<file path="config.mk">
export PLATFORM = sky130hd
export DESIGN_NAME = gray_world_white_balance
export DESIGN_NICKNAME = d
export VERILOG_FILES = /design/src/gwb_pkg.sv /design/src/gwb_div.sv /design/src/gray_world_white_balance.sv
export VERILOG_INCLUDE_DIRS = /design/src /design/src/src
export SDC_FILE = /design/constraint.sdc
export NUM_CORES = 2
export LEC_CHECK = 0
export BUFFER_PORTS_ARGS = -buffer_cell sky130_fd_sc_hd__buf_4
export CORE_UTILIZATION = 50
export DETAILED_ROUTE_END_ITERATION = 7
export PLACE_DENSITY_LB_ADDON = 0.3
export SLEW_MARGIN = 20
export SYNTH_ARGS = -nofsm -noshare
export SYNTH_HDL_FRONTEND = slang
export SYNTH_SLANG_ARGS = --single-unit
</file>
<file path="constraint.sdc">
create_clock -name aclk -period 16.5 [get_ports aclk]
set_clock_uncertainty 0.15 [all_clocks]
set_input_delay 2.475 -clock aclk [delete_from_list [all_inputs] [get_ports aclk]]
set_output_delay 2.475 -clock aclk [all_outputs]
set_load 0.01 [all_outputs]
</file>
<file path="src/gray_world_white_balance_defines.svh">
// Assertion helpers used by gray_world_white_balance.sv.
`ifndef GRAY_WORLD_WHITE_BALANCE_DEFINES_SVH
`define GRAY_WORLD_WHITE_BALANCE_DEFINES_SVH

// Same-cycle implication, disabled while reset is held.
`define GWB_ASSERT_NOW(label, clk, rstn, ante, cons, msg) \
    label: assert property (@(posedge clk) disable iff (!(rstn)) (ante) |-> (cons)) \
        else $error(msg);

// Next-cycle implication, disabled while reset is held.
`define GWB_ASSERT_NEXT(label, clk, rstn, ante, cons, msg) \
    label: assert property (@(posedge clk) disable iff (!(rstn)) (ante) |=> (cons)) \
        else $error(msg);

`endif

</file>
<file path="src/gwb_pkg.sv">
package gwb_pkg;

    localparam int SAMPLE_W  = 16;
    localparam int GAIN_W    = 24;
    localparam int FRAC_BITS = 16;
    localparam int INT_BITS  = GAIN_W - FRAC_BITS;
    localparam int PROD_W    = SAMPLE_W + GAIN_W;
    localparam int DATA_W    = 48;

    localparam logic [GAIN_W-1:0]   GAIN_ONE   = 24'h010000;
    localparam logic [GAIN_W-1:0]   GAIN_MAX   = 24'hFFFFFF;
    localparam logic [SAMPLE_W-1:0] SAMPLE_MAX = 16'hFFFF;

    localparam logic OP_ACCUM = 1'b0;
    localparam logic OP_APPLY = 1'b1;

    typedef enum logic [3:0] {
        ST_IDLE,
        ST_GAIN_R_GO,
        ST_GAIN_R_WAIT,
        ST_GAIN_B_GO,
        ST_GAIN_B_WAIT,
        ST_MUL_R,
        ST_MUL_B,
        ST_EMIT
    } gwb_state_t;

    typedef enum logic [1:0] {
        DIV_IDLE,
        DIV_CHECK,
        DIV_ITER,
        DIV_DONE
    } div_state_t;

endpackage

</file>
<file path="src/gwb_div.sv">
// Restoring divider for gain = floor(num * 2^16 / den), saturated to 24 bits.
// One shared compare/subtract step: a saturation check, then one quotient bit a cycle.
module gwb_div import gwb_pkg::*; #(
    parameter int SUM_BITS = 40
) (
    input  logic                aclk,
    input  logic                aresetn,
    input  logic                start,
    input  logic [SUM_BITS-1:0] num,
    input  logic [SUM_BITS-1:0] den,
    output logic                done,
    output logic [GAIN_W-1:0]   quot
);

    localparam int CNT_W = $clog2(GAIN_W);
    localparam int IDX_W = $clog2(INT_BITS);

    div_state_t            state_reg, state_next;
    logic [CNT_W-1:0]      cnt_reg, cnt_next;
    logic [SUM_BITS-1:0]   rem_reg, rem_next;
    logic [SUM_BITS-1:0]   den_reg, den_next;
    logic [INT_BITS-1:0]   num_lo_reg, num_lo_next;
    logic [GAIN_W-1:0]     quot_reg, quot_next;

    logic [CNT_W-1:0]      idx_full;
    logic                  nbit;
    logic [SUM_BITS:0]     sub_a;
    logic [SUM_BITS+1:0]   diff;
    logic                  ge;

    // Dividend bits 23..16 are the low numerator bits, bits 15..0 are zero.
    assign idx_full = cnt_reg - CNT_W'(FRAC_BITS);
    assign nbit     = (cnt_reg >= CNT_W'(FRAC_BITS)) ? num_lo_reg[idx_full[IDX_W-1:0]] : 1'b0;

    assign sub_a = (state_reg == DIV_ITER) ? {rem_reg, nbit} : {1'b0, rem_reg};
    assign diff  = {1'b0, sub_a} - {2'b00, den_reg};
    assign ge    = ~diff[SUM_BITS+1];

    always_ff @(posedge aclk) begin
        if (!aresetn) begin
            state_reg <= DIV_IDLE;
        end else begin
            state_reg <= state_next;
        end
        cnt_reg    <= cnt_next;
        rem_reg    <= rem_next;
        den_reg    <= den_next;
        num_lo_reg <= num_lo_next;
        quot_reg   <= quot_next;
    end

    always_comb begin
        state_next  = state_reg;
        cnt_next    = cnt_reg;
        rem_next    = rem_reg;
        den_next    = den_reg;
        num_lo_next = num_lo_reg;
        quot_next   = quot_reg;
        unique case (state_reg)
            DIV_IDLE: begin
                if (start) begin
                    den_next    = den;
                    num_lo_next = num[INT_BITS-1:0];
                    rem_next    = {{INT_BITS{1'b0}}, num[SUM_BITS-1:INT_BITS]};
                    state_next  = DIV_CHECK;
                end
            end
            DIV_CHECK: begin
                priority if (den_reg == '0) begin
                    quot_next  = GAIN_ONE;
                    state_next = DIV_DONE;
                end else if (ge) begin
                    quot_next  = GAIN_MAX;
                    state_next = DIV_DONE;
                end else begin
                    cnt_next   = CNT_W'(GAIN_W - 1);
                    state_next = DIV_ITER;
                end
            end
            DIV_ITER: begin
                rem_next  = ge ? diff[SUM_BITS-1:0] : sub_a[SUM_BITS-1:0];
                quot_next = {quot_reg[GAIN_W-2:0], ge};
                if (cnt_reg == '0) begin
                    state_next = DIV_DONE;
                end else begin
                    cnt_next = cnt_reg - 1'b1;
                end
            end
            DIV_DONE: begin
                state_next = DIV_IDLE;
            end
            default: begin
                state_next = DIV_IDLE;
            end
        endcase
    end

    assign done = (state_reg == DIV_DONE);
    assign quot = quot_reg;

endmodule

</file>
<file path="src/gray_world_white_balance.sv">
// Accumulate pixel: taken one per cycle; the last one holds s_tready low
// while the shared divider forms both gains, 24 quotient bits each.
// Apply pixel: s_tready stays low until its result enters the output register, as the
// single shared 16x24 multiplier scales red, then blue, before the result is emitted.
// Reset (aresetn low, synchronous): clear sums, set both gains to 1.0, drop output valid.
`include "gray_world_white_balance_defines.svh"

module gray_world_white_balance import gwb_pkg::*; #(
    parameter int MAX_PIXELS_LOG2 = 24
) (
    input  logic              aclk,
    input  logic              aresetn,
    // pixel request channel
    input  logic              s_tvalid,
    output logic              s_tready,
    input  logic [DATA_W-1:0] s_tdata,   // red [15:0], green [31:16], blue [47:32]
    input  logic              s_tuser,   // operation [0]: 0 accumulate, 1 apply
    input  logic              s_tlast,
    // balanced pixel channel
    output logic              m_tvalid,
    input  logic              m_tready,
    output logic [DATA_W-1:0] m_tdata,   // red_out [15:0], green_out [31:16], blue_out [47:32]
    output logic              m_tlast
);

    localparam int SUM_BITS = SAMPLE_W + MAX_PIXELS_LOG2;

    gwb_state_t            state_reg, state_next;

    // Channel sums and gains.
    logic [SUM_BITS-1:0]   sum_red_reg, sum_red_next;
    logic [SUM_BITS-1:0]   sum_green_reg, sum_green_next;
    logic [SUM_BITS-1:0]   sum_blue_reg, sum_blue_next;
    logic [GAIN_W-1:0]     gain_red_reg, gain_red_next;
    logic [GAIN_W-1:0]     gain_blue_reg, gain_blue_next;

    // Held apply pixel and scaling pipeline.
    logic [SAMPLE_W-1:0]   red_reg, red_next;
    logic [SAMPLE_W-1:0]   green_reg, green_next;
    logic [SAMPLE_W-1:0]   blue_reg, blue_next;
    logic                  last_reg, last_next;
    logic [PROD_W-1:0]     prod_reg, prod_next;
    logic [SAMPLE_W-1:0]   red_res_reg, red_res_next;

    // Output register.
    logic                  m_tvalid_reg, m_tvalid_next;
    logic [DATA_W-1:0]     m_tdata_reg, m_tdata_next;
    logic                  m_tlast_reg, m_tlast_next;

    logic [SAMPLE_W-1:0]   s_red, s_green, s_blue;
    logic                  s_fire;
    logic [SUM_BITS:0]     add_red, add_green, add_blue;
    logic [SAMPLE_W-1:0]   mul_a;
    logic [GAIN_W-1:0]     mul_b;
    logic [PROD_W-1:0]     mul_p;
    logic [SAMPLE_W-1:0]   prod_sat;

    logic                  div_start;
    logic [SUM_BITS-1:0]   div_den;
    logic                  div_done;
    logic [GAIN_W-1:0]     div_quot;

    assign s_red   = s_tdata[SAMPLE_W-1:0];
    assign s_green = s_tdata[2*SAMPLE_W-1:SAMPLE_W];
    assign s_blue  = s_tdata[3*SAMPLE_W-1:2*SAMPLE_W];

    assign s_tready = (state_reg == ST_IDLE);
    assign s_fire   = s_tvalid & s_tready;

    // Saturating accumulate: the carry out pins a sum at all ones.
    assign add_red   = {1'b0, sum_red_reg}   + (SUM_BITS+1)'(s_red);
    assign add_green = {1'b0, sum_green_reg} + (SUM_BITS+1)'(s_green);
    assign add_blue  = {1'b0, sum_blue_reg}  + (SUM_BITS+1)'(s_blue);

    // Shared multiplier: red gain in the first step, blue gain in the second.
    assign mul_a = (state_reg == ST_MUL_B) ? blue_reg : red_reg;
    assign mul_b = (state_reg == ST_MUL_B) ? gain_blue_reg : gain_red_reg;
    assign mul_p = PROD_W'(mul_a) * PROD_W'(mul_b);

    // Drop the fraction and clamp to the sample range.
    assign prod_sat = (prod_reg[PROD_W-1:SAMPLE_W+FRAC_BITS] != '0) ? SAMPLE_MAX
                                                                    : prod_reg[SAMPLE_W+FRAC_BITS-1:FRAC_BITS];

    assign div_start = (state_reg == ST_GAIN_R_GO) || (state_reg == ST_GAIN_B_GO);
    assign div_den   = (state_reg == ST_GAIN_B_GO) ? sum_blue_reg : sum_red_reg;

    gwb_div #(
        .SUM_BITS(SUM_BITS)
    ) u_div (
        .aclk    (aclk),
        .aresetn (aresetn),
        .start   (div_start),
        .num     (sum_green_reg),
        .den     (div_den),
        .done    (div_done),
        .quot    (div_quot)
    );

    always_ff @(posedge aclk) begin
        if (!aresetn) begin
            state_reg     <= ST_IDLE;
            sum_red_reg   <= '0;
            sum_green_reg <= '0;
            sum_blue_reg  <= '0;
            gain_red_reg  <= GAIN_ONE;
            gain_blue_reg <= GAIN_ONE;
            m_tvalid_reg  <= 1'b0;
        end else begin
            state_reg     <= state_next;
            sum_red_reg   <= sum_red_next;
            sum_green_reg <= sum_green_next;
            sum_blue_reg  <= sum_blue_next;
            gain_red_reg  <= gain_red_next;
            gain_blue_reg <= gain_blue_next;
            m_tvalid_reg  <= m_tvalid_next;
        end
        red_reg     <= red_next;
        green_reg   <= green_next;
        blue_reg    <= blue_next;
        last_reg    <= last_next;
        prod_reg    <= prod_next;
        red_res_reg <= red_res_next;
        m_tdata_reg <= m_tdata_next;
        m_tlast_reg <= m_tlast_next;
    end

    always_comb begin
        state_next     = state_reg;
        sum_red_next   = sum_red_reg;
        sum_green_next = sum_green_reg;
        sum_blue_next  = sum_blue_reg;
        gain_red_next  = gain_red_reg;
        gain_blue_next = gain_blue_reg;
        red_next       = red_reg;
        green_next     = green_reg;
        blue_next      = blue_reg;
        last_next      = last_reg;
        prod_next      = prod_reg;
        red_res_next   = red_res_reg;
        m_tvalid_next  = m_tvalid_reg;
        m_tdata_next   = m_tdata_reg;
        m_tlast_next   = m_tlast_reg;

        // Retire the held result once the sink takes it.
        if (m_tvalid_reg && m_tready) begin
            m_tvalid_next = 1'b0;
        end

        unique case (state_reg)
            ST_IDLE: begin
                if (s_fire) begin
                    if (s_tuser == OP_ACCUM) begin
                        sum_red_next   = add_red[SUM_BITS]   ? '1 : add_red[SUM_BITS-1:0];
                        sum_green_next = add_green[SUM_BITS] ? '1 : add_green[SUM_BITS-1:0];
                        sum_blue_next  = add_blue[SUM_BITS]  ? '1 : add_blue[SUM_BITS-1:0];
                        if (s_tlast) begin
                            state_next = ST_GAIN_R_GO;
                        end
                    end else begin
                        red_next   = s_red;
                        green_next = s_green;
                        blue_next  = s_blue;
                        last_next  = s_tlast;
                        state_next = ST_MUL_R;
                    end
                end
            end
            ST_GAIN_R_GO: begin
                state_next = ST_GAIN_R_WAIT;
            end
            ST_GAIN_R_WAIT: begin
                if (div_done) begin
                    gain_red_next = div_quot;
                    state_next    = ST_GAIN_B_GO;
                end
            end
            ST_GAIN_B_GO: begin
                state_next = ST_GAIN_B_WAIT;
            end
            ST_GAIN_B_WAIT: begin
                // Both gains known: start the next frame from empty sums.
                if (div_done) begin
                    gain_blue_next = div_quot;
                    sum_red_next   = '0;
                    sum_green_next = '0;
                    sum_blue_next  = '0;
                    state_next     = ST_IDLE;
                end
            end
            ST_MUL_R: begin
                prod_next  = mul_p;
                state_next = ST_MUL_B;
            end
            ST_MUL_B: begin
                red_res_next = prod_sat;
                prod_next    = mul_p;
                state_next   = ST_EMIT;
            end
            ST_EMIT: begin
                // Hold until the output register is free or being drained.
                if (!m_tvalid_reg || m_tready) begin
                    m_tvalid_next = 1'b1;
                    m_tdata_next  = {prod_sat, green_reg, red_res_reg};
                    m_tlast_next  = last_reg;
                    state_next    = ST_IDLE;
                end
            end
            default: begin
                state_next = ST_IDLE;
            end
        endcase
    end

    assign m_tvalid = m_tvalid_reg;
    assign m_tdata  = m_tdata_reg;
    assign m_tlast  = m_tlast_reg;

    `GWB_ASSERT_NEXT(a_last_accum_starts_gain, aclk, aresetn, s_fire && (s_tuser == OP_ACCUM) && s_tlast, state_reg == ST_GAIN_R_GO, "last accumulate pixel did not start the gain pass")
    `GWB_ASSERT_NEXT(a_apply_blocks_input, aclk, aresetn, s_fire && (s_tuser == OP_APPLY), !s_tready, "input taken while an apply pixel is being scaled")
    `GWB_ASSERT_NOW(a_div_done_when_waiting, aclk, aresetn, div_done, (state_reg == ST_GAIN_R_WAIT) || (state_reg == ST_GAIN_B_WAIT), "divider finished outside a gain wait")
    `GWB_ASSERT_NEXT(a_sums_cleared, aclk, aresetn, (state_reg == ST_GAIN_B_WAIT) && div_done, (sum_red_reg == '0) && (sum_green_reg == '0) && (sum_blue_reg == '0), "sums not cleared after gain pass")

endmodule
</file>
==> flow_summary.yaml <==
outcome:
  outcome: "complete, no violations"
grt:
  grt_max_degree: 81
  grt.total_usage_pct: 26.4
  grt.overflow.total: 0
  antenna_found_initial: 1
  grt_pass1_wl_um: 145000
  grt_pass1_vias: 26415
synthesis:
  synth_area_um2: 34700
  syn-num-nets: 4313
  synth.avg_cell_area_um2: 9.27
  synthDistinctLibCells: 88
  yosys.area.top_type: "edfxtp_1"
  synth_warnings: 0
  yosysTopAreaCellShare_pct: 22.1
  synth_edf_count: 255
  synth.area.top_cells: "edfxtp_1, fa_1, dfxtp_1"
  yosys_most_used_dff: "edfxtp_1"
  synthArstFlopShare_pct: 0
  synth-seq-area-share_pct: 32.1
  syn_inst: 3746
  synth_seq_cells: 429
floorplan:
  die_y_um: 266
  initial_core_util_pct: 50.5
  ios: 105
  floorplan.rows: 96
  core_area_um2: 68700
  fp.dieW_um: 266
  die_area_um2: 70500
timing:
  hold_violations: 0
  fin_tns_setup_ns: 0
  fmax_mhz: 110
  timing.final.crit_share_pct: 55.2
  slew_viol_final: 0
  rsz0062_at_grt: "no"
  fin_crit_ns: 9.10
  worst_pin_slew_ns: 1.09
  slew_headroom_pct: 25.1
  setup-violations-final: 0
critical_path:
  startpoint_type: "flip-flop"
  cp_common_cell: "fa_1"
  critPathCaptureType: "flip-flop"
  critical_path_buf_inv_count: 6
  critical_path.max_fanout: 79
  arrival_ns: 9.29
  required_ns: 16.69
  cpPeakStageDelay_ns: 0.77
  cpLargestDelayFamily: "adder cells"
  slowest_stage: "nor4b_1"
  crit_type: "reg -> reg"
routing:
  routedWlPerCell_um: 19.7
  antenna_left: 0
  vias_per_cell: 5.69
  drt_iter0_markers: 2150
  drt-total-wl_um: 93700
  first_pass_iters: 5
  drc: 0
  vias: 27026
clocking:
  post_cts_buffers: 0
  cts_max_level: 2
  cts_tree: "yes"
  clockBufferDepth: 3
  ctsResizeCount: 0
  ctsHoldBuffers: 0
  clk_pin_slew_ns: 0.06
  cts_root_buffer: "clkbuf_16"
  cts-buffers-inserted: 48
  clkSinkCount: 429
  clock_latency_ns: 0.62
layout:
  fillers: 6207
  seq_area_um2: 11100
  layout.nets: 4343
  areaGrowthSynthToFinish_pct: 9.35
  multiInputGateArea_um2: 21300
  drive_gt1_share_pct: 9.36
  largest_reg_flops: 48
placement:
  dpl.hpwl_um: 70500
  port_buffers: 104
  gp_congestion: 0.950
pwr:
  finalPower_uw: 3560
  peakVddDrop_uv: 90.2
  leakage_uw: 0.0167
  p_per_area_nw_per_um2: 93.7
job:
  drv_cap: 0
min_path:
  min_path_type: "reg -> reg"
cells in the mapped netlist, drive strengths merged, types with 6 or more instances:
| cell | number |
|---|---|
| nand3 | 54 |
| o21a | 22 |
| nor3 | 47 |
| mux2 | 79 |
| a41oi | 8 |
| nand3b | 7 |
| a21boi | 51 |
| a31oi | 40 |
| and3 | 45 |
| a311oi | 11 |
| o22ai | 7 |
| nand4 | 40 |
| xor2 | 35 |
| dfxtp | 174 |
| and2 | 29 |
| a21o | 55 |
| edfxtp | 255 |
| o21bai | 17 |
| a221oi | 6 |
| or3 | 13 |
| nor2b | 27 |
| clkbuf | 128 |
| o31a | 6 |
| nor2 | 271 |
| nand2b | 15 |
| nor4 | 21 |
| a211o | 9 |
| fa | 309 |
| xnor2 | 62 |
| o211a | 8 |
| buf | 30 |
| or2 | 26 |
| ha | 204 |
| o21ai | 164 |
| o211ai | 18 |
| and4 | 13 |
| a211oi | 13 |
| a21oi | 197 |
| mux2i | 74 |
| nand2 | 634 |
| inv | 457 |
metal layers:
metal	GRT usage (%)	wire length, um
met2	45.4	45300
met4	11.9	4380
met5	0	0
met1	32.9	38300
met3	3.77	5760
cell families after synthesis:
kind of cell / after synthesis / share of synthesized area, %
compound gates: 677 / 12.5
xor+xnor: 97 / 2.45
fa+ha+maj: 513 / 25.2
buf+inv: 615 / 6.81
flops: 429 / 32.1
mux: 155 / 4.82
simple gates: 1260 / 16.1
final cells by class:
cell class / count / area share [%]
multi-input combinational: 2702 / 56.1
clock buffer: 64 / 3.57
tap: 931 / 3.07
clock inverter: 26 / 0.679
inverter: 457 / 4.52
timing repair buffer: 138 / 2.73
antenna: 1 / 0.00659
sequential: 429 / 29.3
per-stage QoR:
step                      setup WS [ns]  hold slack (ns)  instance area (um2)  util [%]  cells
after floorplan                    8.92            0.250                34700         -   3746
after global placement             7.53            0.252                36300      52.9   4657
after detailed placement           7.36            0.255                36300      52.9   4657
after CTS                          7.34            0.268                38000      55.3   4747
after global routing               6.81            0.274                38000      55.3   4747
final                              7.40            0.267                38000      55.3   4748
power breakdown:
part / internal [uW] / switching, uW / leakage [uW]
registers: 1250 / 61.7 / 0.00354
clock network: 630 / 469 / 0.000786
logic: 440 / 710 / 0.0123
total: 2320 / 1240 / 0.0167
final timing paths:
path,startpoint,endpoint,slack [ns],depth (start not counted)
setup / recovery,state_reg[2],prod_reg[39],7.40,26
hold / removal,red_res_reg[8],m_tdata[8],0.27,0
setup reg to reg,state_reg[2],prod_reg[39],7.40,26
hold reg to reg,red_res_reg[8],m_tdata[8],0.27,0
cells in the final DEF, fill, tap and decap left out, types with 9 or more instances in the layout:
cell type and instances:
nor3_1 44, nor4_1 18, nand2_1 632, inv_1 456
or3_1 13, a21boi_0 49, o21a_1 22, a211o_1 9
mux2_2 78, dfxtp_1 174, nand4_1 39, ha_1 203
a211oi_1 13, xnor2_1 62, or2_2 25, o21ai_0 155
a21oi_1 195, o211ai_1 17, nand2b_1 15, a311oi_1 11
fa_1 309, o21bai_1 17, xor2_1 35, and3_1 44
clkbuf_16 50, and2_1 26, clkbuf_1 9, a31oi_1 40
edfxtp_1 255, nor2b_1 27, a21o_1 55, and4_1 13
buf_4 138, mux2i_1 71, nor2_1 268, nand3_1 54
No activity file was read; power rests on OpenSTA's default activity.
